==> src/sv/dstp_pkg.sv <==
// Shared types and constants for the dual sensor temperature poller.
`default_nettype none
package dstp_pkg;

  localparam int unsigned CFG_IDX_W  = 2;
  localparam int unsigned CFG_DATA_W = 8;

  // register indexes
  localparam logic [CFG_IDX_W-1:0] CFG_SENSOR_ONE_ADDR = 2'd0;
  localparam logic [CFG_IDX_W-1:0] CFG_SENSOR_TWO_ADDR = 2'd1;
  localparam logic [CFG_IDX_W-1:0] CFG_POINTER_VALUE   = 2'd2;

  localparam logic [6:0] SENSOR_ONE_ADDR_RST = 7'd24;
  localparam logic [6:0] SENSOR_TWO_ADDR_RST = 7'd25;
  localparam logic [7:0] POINTER_VALUE_RST   = 8'd5;

  // two-wire status codes
  localparam logic [7:0] ST_START       = 8'h08;
  localparam logic [7:0] ST_REP_START   = 8'h10;
  localparam logic [7:0] ST_SLA_W_ACK   = 8'h18;
  localparam logic [7:0] ST_SLA_W_NACK  = 8'h20;
  localparam logic [7:0] ST_DATA_W_ACK  = 8'h28;
  localparam logic [7:0] ST_DATA_W_NACK = 8'h30;
  localparam logic [7:0] ST_ARB_LOST    = 8'h38;
  localparam logic [7:0] ST_SLA_R_ACK   = 8'h40;
  localparam logic [7:0] ST_SLA_R_NACK  = 8'h48;
  localparam logic [7:0] ST_DATA_R_ACK  = 8'h50;
  localparam logic [7:0] ST_DATA_R_NACK = 8'h58;

  typedef struct packed {
    logic [7:0] func;
    logic [7:0] rx_byte;
  } in_t;

  typedef struct packed {
    logic       ctl_write;
    logic       ctl_stop;
    logic       ctl_ack;
    logic       ctl_enable;
    logic       tx_valid;
    logic [7:0] tx_byte;
    logic       temp_valid;
    logic       temp_sensor;
    logic [7:0] temp_value;
  } out_t;

endpackage
`default_nettype wire

==> src/sv/dstp_core.sv <==
// Status decode, per-sensor state and configuration registers.
`default_nettype none
module dstp_core (
  input  wire logic                          clk,
  input  wire logic                          rst_n,
  input  wire logic                          cfg_we,
  input  wire logic [dstp_pkg::CFG_IDX_W-1:0]  cfg_idx,
  input  wire logic [dstp_pkg::CFG_DATA_W-1:0] cfg_wdata,
  input  wire logic                          beat,
  input  wire dstp_pkg::in_t                 in_data,
  output dstp_pkg::out_t                     res
);

  logic [6:0] addr_one_r, addr_two_r;
  logic [7:0] pointer_r;
  logic       serving_second_r, serving_second_nxt;
  logic [1:0] ready_r, ready_nxt;
  logic [7:0] high_r [2];
  logic [7:0] high_nxt [2];
  logic       cur;
  logic [6:0] addr;

  always_ff @(posedge clk) begin
    if (!rst_n) begin
      addr_one_r <= dstp_pkg::SENSOR_ONE_ADDR_RST;
      addr_two_r <= dstp_pkg::SENSOR_TWO_ADDR_RST;
      pointer_r  <= dstp_pkg::POINTER_VALUE_RST;
    end else if (cfg_we) begin
      unique case (cfg_idx)
        dstp_pkg::CFG_SENSOR_ONE_ADDR: addr_one_r <= cfg_wdata[6:0];
        dstp_pkg::CFG_SENSOR_TWO_ADDR: addr_two_r <= cfg_wdata[6:0];
        dstp_pkg::CFG_POINTER_VALUE:   pointer_r  <= cfg_wdata;
        default: ;
      endcase
    end
  end

  always_ff @(posedge clk) begin
    if (!rst_n) begin
      serving_second_r <= 1'b0;
      ready_r          <= '0;
      high_r[0]        <= '0;
      high_r[1]        <= '0;
    end else if (beat) begin
      serving_second_r <= serving_second_nxt;
      ready_r          <= ready_nxt;
      high_r[0]        <= high_nxt[0];
      high_r[1]        <= high_nxt[1];
    end
  end

  assign cur  = serving_second_r;
  assign addr = cur ? addr_two_r : addr_one_r;

  always_comb begin
    res                = '0;
    res.ctl_write      = 1'b1;
    res.ctl_enable     = 1'b1;
    serving_second_nxt = serving_second_r;
    ready_nxt          = ready_r;
    high_nxt[0]        = high_r[0];
    high_nxt[1]        = high_r[1];
    unique case (in_data.func)
      dstp_pkg::ST_START, dstp_pkg::ST_REP_START: begin
        res.tx_valid = 1'b1;
        res.tx_byte  = {addr, ready_r[cur]};
      end
      dstp_pkg::ST_SLA_W_ACK: begin
        res.tx_valid = 1'b1;
        res.tx_byte  = pointer_r;
      end
      dstp_pkg::ST_SLA_W_NACK: begin
        res.ctl_stop       = 1'b1;
        serving_second_nxt = ~cur;
      end
      dstp_pkg::ST_DATA_W_ACK: begin
        res.ctl_stop       = 1'b1;
        ready_nxt[cur]     = 1'b1;
        serving_second_nxt = ~cur;
      end
      dstp_pkg::ST_DATA_W_NACK: begin
        res.ctl_stop = 1'b1;
      end
      dstp_pkg::ST_ARB_LOST: ;
      dstp_pkg::ST_SLA_R_ACK: begin
        res.ctl_ack = 1'b1;
      end
      dstp_pkg::ST_SLA_R_NACK: begin
        // engine shut off; sensor must be set up again
        res.ctl_stop       = 1'b1;
        res.ctl_enable     = 1'b0;
        ready_nxt[cur]     = 1'b0;
        high_nxt[cur]      = '0;
        serving_second_nxt = ~cur;
      end
      dstp_pkg::ST_DATA_R_ACK: begin
        high_nxt[cur] = in_data.rx_byte;
      end
      dstp_pkg::ST_DATA_R_NACK: begin
        res.ctl_stop       = 1'b1;
        res.temp_valid     = 1'b1;
        res.temp_sensor    = cur;
        res.temp_value     = {high_r[cur][3:0], in_data.rx_byte[7:4]};
        high_nxt[cur]      = '0;
        serving_second_nxt = ~cur;
      end
      default: begin
        res.ctl_write  = 1'b0;
        res.ctl_enable = 1'b0;
      end
    endcase
  end

endmodule
`default_nettype wire

==> src/sv/dstp_outbuf.sv <==
// Result register with a skid stage behind it.
`default_nettype none
module dstp_outbuf (
  input  wire logic           clk,
  input  wire logic           rst_n,
  input  wire logic           in_valid,
  output logic                in_stall,
  input  wire dstp_pkg::out_t in_res,
  output logic                out_valid,
  input  wire logic           out_stall,
  output dstp_pkg::out_t      out_data
);

  logic           out_valid_r, skid_valid_r;
  dstp_pkg::out_t out_data_r, skid_data_r;
  logic           accept, drain;

  assign in_stall = skid_valid_r;
  assign accept   = in_valid & ~skid_valid_r;
  assign drain    = ~out_valid_r | ~out_stall;

  always_ff @(posedge clk) begin
    if (!rst_n) begin
      out_valid_r  <= 1'b0;
      skid_valid_r <= 1'b0;
    end else if (drain) begin
      out_valid_r  <= skid_valid_r | accept;
      skid_valid_r <= 1'b0;
    end else if (accept) begin
      skid_valid_r <= 1'b1;
    end
  end

  always_ff @(posedge clk) begin
    if (drain) begin
      out_data_r <= skid_valid_r ? skid_data_r : in_res;
    end
    if (!drain && accept) begin
      skid_data_r <= in_res;
    end
  end

  assign out_valid = out_valid_r;
  assign out_data  = out_data_r;

endmodule
`default_nettype wire

==> src/sv/dual_sensor_i2c_temp_poller.sv <==
// Dual temperature sensor poller: two-wire status event in, bus command out.
//
// Input channel (in_valid/in_stall/in_data): one beat per two-wire status
// event, holding the status code and the received byte. Result channel
// (out_valid/out_stall/out_data): exactly one beat per input beat, carrying
// the control command, the byte to transmit and any finished temperature.
// The result is registered; one beat per cycle is sustained while out_stall
// is low, set by the single decode stage feeding the result register.
// A two-entry output buffer (result register plus skid) lets the block take
// one more beat while a result waits; in_stall rises only when both are
// full, and stays until the receiver drops out_stall.
// Configuration (cfg_we/cfg_idx/cfg_wdata) writes the two sensor addresses
// and the pointer byte; write only while idle. Index 3 is ignored.
// Synchronous reset restores the default addresses and pointer, serves the
// first sensor, marks both sensors uninitialized and empties the buffer.
`default_nettype none
module dual_sensor_i2c_temp_poller (
  input  wire logic                            clk,
  input  wire logic                            rst_n,
  input  wire logic                            cfg_we,
  input  wire logic [dstp_pkg::CFG_IDX_W-1:0]  cfg_idx,
  input  wire logic [dstp_pkg::CFG_DATA_W-1:0] cfg_wdata,
  input  wire logic                            in_valid,
  output logic                                 in_stall,
  input  wire dstp_pkg::in_t                   in_data,
  output logic                                 out_valid,
  input  wire logic                            out_stall,
  output dstp_pkg::out_t                       out_data
);

  dstp_pkg::out_t res;
  logic           beat;

  assign beat = in_valid & ~in_stall;

  dstp_core u_core (
    .clk       (clk),
    .rst_n     (rst_n),
    .cfg_we    (cfg_we),
    .cfg_idx   (cfg_idx),
    .cfg_wdata (cfg_wdata),
    .beat      (beat),
    .in_data   (in_data),
    .res       (res)
  );

  dstp_outbuf u_outbuf (
    .clk       (clk),
    .rst_n     (rst_n),
    .in_valid  (in_valid),
    .in_stall  (in_stall),
    .in_res    (res),
    .out_valid (out_valid),
    .out_stall (out_stall),
    .out_data  (out_data)
  );

endmodule
`default_nettype wire
==> config.mk <==
export PLATFORM = sky130hd
export DESIGN_NAME = dual_sensor_i2c_temp_poller
export DESIGN_NICKNAME = d
export VERILOG_FILES = /design/src/sv/dstp_pkg.sv /design/src/sv/dstp_core.sv /design/src/sv/dstp_outbuf.sv /design/src/sv/dual_sensor_i2c_temp_poller.sv
export SDC_FILE = /design/constraint.sdc
export NUM_CORES = 1
export LEC_CHECK = 0
export BUFFER_PORTS_ARGS = -buffer_cell sky130_fd_sc_hd__buf_2
export CAP_MARGIN = 20
export CORE_ASPECT_RATIO = 0.6
export CORE_UTILIZATION = 31
export CTS_CLUSTER_SIZE = 10
export DETAILED_ROUTE_END_ITERATION = 10
export SYNTH_ARGS = -nofsm -noshare
export SYNTH_HDL_FRONTEND = slang
export SYNTH_SLANG_ARGS = --single-unit
==> constraint.sdc <==
create_clock -name clk -period 5.6 [get_ports clk]
set_clock_uncertainty 0.15 [all_clocks]
set_input_delay 1.68 -clock clk [delete_from_list [all_inputs] [get_ports clk]]
set_output_delay 1.68 -clock clk [all_outputs]
set_load 0.05 [all_outputs]
==> results of run 1 <==
## area by class of cell
cell class                      count  area, µm²
Fill cell                        1140       6990
Sequential cell                    82       2180
Multi-Input combinational cell    188       1320
Timing Repair Buffer               60        310
Clock buffer                       11        233
Tap cell                          160        200
Clock inverter                      4       76.3
Inverter                            7       26.3
## cells in the mapped netlist, types with 4 or more instances
cell type	instances
a22o_1	8
nand3b_1	4
o31ai_1	5
nand2_1	36
inv_1	7
clkbuf_1	12
nor2_1	25
buf_1	5
mux2i_1	30
o21ai_0	9
o31ai_2	9
nor2b_1	15
edfxtp_1	54
a22oi_1	8
mux2_2	8
dfxtp_1	28
## sequential cells by signal (all words and copies together), names as in the netlist, named ones only
register              cells
u_core.cur                1
u_core.addr_two_r         7
u_outbuf.out_valid        1
u_outbuf.out_data        23
u_core.high_r             8
u_outbuf.skid_data_r     23
u_outbuf.in_stall         1
u_core.pointer_r          8
u_core.addr_one_r         7
## power by group through the flow
stage | Clock (mW) | Sequential [mW] | Combinational [mW]
2_1_floorplan | 0 | 0.727 | 0.0510
3_3_place_gp | 0 | 0.688 | 0.128
3_5_place_dp | 0 | 0.688 | 0.130
4_1_cts | 0.634 | 0.676 | 0.130
5_1_grt | 0.659 | 0.678 | 0.140
6_report | 0.616 | 0.675 | 0.129
## per-layer routing
| layer | GRT usage [%] | vias up |
|---|---|---|
| met5 | 0 | - |
| met4 | 4.69 | 0 |
| met3 | 4.24 | 9 |
| met2 | 18.7 | 47 |
| met1 | 19.9 | 1120 |
| li1 | - | 1181 |
## per-stage QoR
step | total power [mW] | setup WS (ps)
2_1_floorplan | 0.778 | 1740
3_3_place_gp | 0.816 | 1470
3_5_place_dp | 0.818 | 1380
4_1_cts | 1.44 | 1720
5_1_grt | 1.48 | 2020
6_report | 1.42 | 2140
## logic make-up (layout without fill, tap and decap cells)
| family | count (synthesis) | in the layout | share of synthesized area, % |
|---|---|---|---|
| AO/OA/AOI/OAI | 47 | 47 | 10.9 |
| XOR/XNOR | 2 | 2 | 0.484 |
| multiplexers | 38 | 38 | 10.8 |
| AND/OR/NAND/NOR | 101 | 101 | 14.2 |
| buffers and inverters | 29 | 82 | 3.42 |
| flip-flops | 82 | 82 | 60.3 |
## worst reg2reg max path, cell delays in order (launching register included)
cell	delay, ps
dfxtp_1	290
buf_4	260
nand2b_1	310
nor2_2	460
buf_4	340
## how the worst min path moves through the flow
stage	cells after the start	startpoint	end	slack (ps)
floorplan	2	flip-flop	flip-flop	280
global placement	2	flip-flop	flip-flop	300
detailed placement	2	u_core.addr_two_r[4]	u_core.addr_two_r[4]	310
CTS	2	flip-flop	flip-flop	330
global route	2	flip-flop	flip-flop	340
finish	2	u_core.addr_two_r[4]	u_core.addr_two_r[4]	320
==> flow_metrics.py, run 1 <==
metrics = {
    "status": {
        "outcome": "finished, final reports clean",
    },
    "place": {
        "place_area_um2": 4030,
        "io_buffers": 55,
        "place_inst": 496,
        "gp_congestion": 0.738,
        "post-dp-hpwl_um": 5430,
    },
    "final_layout": {
        "fin_util_pct": 38.3,
        "area_growth_pct": 20.0,
        "fin_nets": 379,
        "layout-drive-gt1-share_pct": 27.8,
        "fin_cells": 512,
        "layout_common_cells": "buf_2 (56), edfxtp_1 (54), nand2_1 (36)",
        "diodes": 0,
        "layout_commonest_cell": "buf_2",
        "fin_area_um2": 4350,
    },
    "flow_run": {
        "maxCapViolCount": 0,
    },
    "grt": {
        "grt_pass1_vias": 2277,
        "grt_usage_pct": 13.6,
        "grt_overflow": 0,
        "antenna_found_initial": 0,
        "grt_pass1_wl_um": 12100,
        "grt_max_degree": 45,
    },
    "setup_path": {
        "cp_slowest_cell": "o31ai_1",
        "cp_slowest_stage_delay_ps": 480,
        "cp_top_family": "simple AND/OR/NAND/NOR gates",
        "cp.depth": 5,
        "setup.worst_path.end_class": "flip-flop",
        "cp_max_fo": 6,
        "r2r_cells": 4,
        "crit_chain": "buf_2 -> or3_4 -> or3_1 -> o31ai_1 -> buf_2",
        "worstSetupPathType": "in -> reg",
        "critPathLaunchType": "input port",
        "startpoint": "in_data[10]",
        "crit_buf_inv": 2,
        "setup.worst_path.end": "u_core.high_r[1][1]",
        "r2r_setup_slack_ps": 3480,
        "rr_startpoint": "u_outbuf.in_stall",
        "rr_endpoint": "u_outbuf.skid_data_r[22]",
        "crit_top_cell": "buf_2",
        "cp.arrival_ps": 3350,
        "cp_data_required_time_ps": 5480,
    },
    "sta": {
        "timing.hold.ws_ps": 324,
        "hold_viol": 0,
        "fin_crit_sh_pct": 61.8,
        "fmaxAchievable_mhz": 289,
        "slew_violations": 0,
        "tightestPinTransition_ps": 619,
        "rsz0062_at_grt": "no",
        "finalSetupViolations": 0,
        "min_period_ps": 3460,
        "max_slew_margin_pct": 58.6,
        "finalSetupTns_ps": 0,
    },
    "yosys": {
        "syn_area_um2": 3620,
        "synth_top_area_share_pct": 44.8,
        "ys.flop_type": "edfxtp_1",
        "synthArstFlopShare_pct": 0,
        "seq_area_frac_synth_pct": 60.3,
        "synth_area_leaders": "edfxtp_1 (45%), dfxtp_1 (15%), mux2i_1 (8.3%), nand2_1 (3.7%), o31ai_2 (3.1%)",
        "yosysWarningCount": 0,
        "syn_inst": 299,
        "synth-edff-count": 54,
        "yosys.area.top_type": "edfxtp_1",
        "syn_avg_cell_area_um2": 12.1,
        "ys_types": 40,
        "synth_nets": 330,
        "ys_seq_elements": 82,
    },
    "floorplanning": {
        "start_util_pct": 31.9,
        "die_h_um": 85.7,
        "row_count": 30,
        "die_w_um": 142,
        "die_area_um2": 12100,
        "core-area_um2": 11300,
        "io_pins": 56,
    },
    "clock_network": {
        "cts_root_buf": "clkbuf_16",
        "cts_tree": "done",
        "htreeDepth": 3,
        "postCtsSetupBuffers": 0,
        "clockBufferDepth": 2,
        "cts_hold_buffers": 0,
        "clk_pin_slew_ps": 60,
        "insertion_delay_ps": 330,
        "post_cts_resized": 0,
        "numCtsBuffers": 9,
        "clock_sinks": 82,
    },
    "detailed_routing": {
        "route.met3.wl_um": 353,
        "routed-wl-met2_um": 3030,
        "vias": 2357,
        "drt-met1-wl_um": 4190,
        "wire_per_inst_um": 14.9,
        "via_per_inst": 4.60,
        "postRouteAntennaNets": 0,
        "drt-pass1-iter-count": 4,
        "drc": 0,
        "top_layer_used": "met4",
        "wirelength_um": 7650,
        "drt_first_iter_violations": 98,
    },
    "min_path": {
        "hp-class": "reg -> reg",
    },
    "power_and_ir_drop": {
        "pwr-share-seq_pct": 47.5,
        "power.internal_mw": 1.10,
        "ir_drop_mv": 0.154,
        "switching_power_mw": 0.325,
        "switching_share_pct": 22.9,
        "p_clk_share_pct": 43.4,
        "pwr-share-comb_pct": 9.1,
        "pwr_density_cell_nw_per_um2": 327,
        "leakage_nw": 1.68,
    },
}
No activity file was read; power rests on OpenSTA's default activity.
==> run 2: changes to the inputs <==
- clock period: 5.6 -> 3.1 ns (I/O delays scaled with it)
==> flow_metrics.py, run 2 (synthesized netlist as in run 1, its figures left out) <==
metrics = {
    "status": {
        "outcome": "finished, final reports clean",
    },
    "setup_path": {
        "cp_data_required_time_ps": 3000,
        "critPathLaunchType": "input port",
        "cp_max_fo": 8,
        "cp.arrival_ps": 2350,
        "worstSetupPathType": "in -> reg",
        "setup.worst_path.end_class": "flip-flop",
    },
    "floorplanning": {
        "die_h_um": 85.7,
        "die_area_um2": 12100,
        "start_util_pct": 31.9,
        "core-area_um2": 11300,
        "die_w_um": 142,
        "row_count": 30,
        "io_pins": 56,
    },
    "grt": {
        "grt_overflow": 0,
        "grt_max_degree": 40,
        "grt_pass1_wl_um": 12800,
        "grt_usage_pct": 14.5,
        "antenna_found_initial": 0,
        "grt_pass1_vias": 2286,
    },
    "place": {
        "gp_congestion": 0.752,
        "post-dp-hpwl_um": 5640,
        "place_area_um2": 4050,
        "place_inst": 497,
        "io_buffers": 55,
    },
    "final_layout": {
        "seqCellArea_um2": 2180,
        "layout_commonest_cell": "buf_2",
        "fin_cells": 512,
        "diodes": 0,
        "fin_area_um2": 4380,
        "layout-drive-gt1-share_pct": 28.1,
        "layout_common_cells": "buf_2 (55), edfxtp_1 (54), nand2_1 (36)",
        "area_growth_pct": 21.1,
        "nFillCells": 1114,
        "multi_input_area_um2": 1320,
        "fin_nets": 379,
    },
    "sta": {
        "finalSetupTns_ps": 0,
        "rsz0062_at_grt": "no",
        "fin_crit_sh_pct": 78.9,
        "tightestPinTransition_ps": 649,
        "finalSetupViolations": 0,
        "fmaxAchievable_mhz": 409,
        "max_slew_margin_pct": 56.6,
        "slew_violations": 0,
        "min_period_ps": 2450,
        "hold_viol": 0,
    },
    "power_and_ir_drop": {
        "leakage_nw": 1.70,
        "pwr_density_cell_nw_per_um2": 606,
        "ir_drop_mv": 0.250,
        "total_power_mw": 2.66,
    },
    "min_path": {
        "hp-class": "reg -> reg",
    },
    "detailed_routing": {
        "wirelength_um": 8110,
        "via_per_inst": 4.70,
        "drc": 0,
        "vias": 2407,
        "drt_first_iter_violations": 177,
        "wire_per_inst_um": 15.8,
        "postRouteAntennaNets": 0,
        "drt-pass1-iter-count": 5,
    },
    "clock_network": {
        "cts_hold_buffers": 0,
        "numCtsBuffers": 9,
        "htreeDepth": 3,
        "post_cts_resized": 0,
        "cts_root_buf": "clkbuf_16",
        "postCtsSetupBuffers": 0,
        "clk_pin_slew_ps": 60,
        "clock_sinks": 82,
        "clockBufferDepth": 2,
        "cts_tree": "done",
        "insertion_delay_ps": 340,
    },
    "flow_run": {
        "maxCapViolCount": 0,
    },
}
==> run 2: cell count changes in the layout (fill, tap and decap cells not counted), sizes merged <==
cell and delta:
bufinv +1, clkbuf -1, clkinv +2, clkinvlp -1
inv -1
==> run 2: metrics by stage <==
step	setup slack, ps	hold WS [ps]	utilization, %
finish	653	308	38.7
global route	615	334	38.7
CTS	678	307	38.7
detailed placement	336	297	35.7
global placement	324	294	35.7
floorplan	120	281	-
==> run 2: routing by layer <==
layer  share of wire [%]  up-vias  GRT usage (%)  wire [µm]
li1                    -     1175              -          -
met1                  52     1149           21.4       4240
met2                  41       77           19.0       3300
met3                 6.3        6           5.64        507
met4                0.78        0           4.89         63
met5                   0        -              0          0
==> run 2: worst max-delay path: stages <==
cell,delay (ps)
buf_2,120
or3_4,380
or3_1,410
o31ai_1,280
buf_4,220
==> run 2: cell type report <==
| type | count | share of cell area (%) |
|---|---|---|
| sequential | 82 | 49.8 |
| multi-input combinational | 188 | 30.1 |
| timing repair buffer | 60 | 7.42 |
| clock buffer | 10 | 5.22 |
| tap | 160 | 4.57 |
| clock inverter | 5 | 2.37 |
| inverter | 7 | 0.599 |
==> run 2: power breakdown <==
part / leakage (nW) / total, mW / switching [mW] / internal (mW)
registers: 0.763 / 1.22 / 0.0163 / 1.21
clock network: 0.163 / 1.20 / 0.417 / 0.782
logic: 0.774 / 0.237 / 0.166 / 0.0711
total: 1.70 / 2.66 / 0.599 / 2.06
==> run 2: worst paths after layout <==
path,cells past startpoint,slack (ps),to,from
min reg2reg,2,310,flip-flop,flip-flop
max,5,650,u_core.high_r[0][3],in_data[9]
max reg2reg,3,1080,u_outbuf.out_data[14],u_core.cur
min,2,310,flip-flop,flip-flop
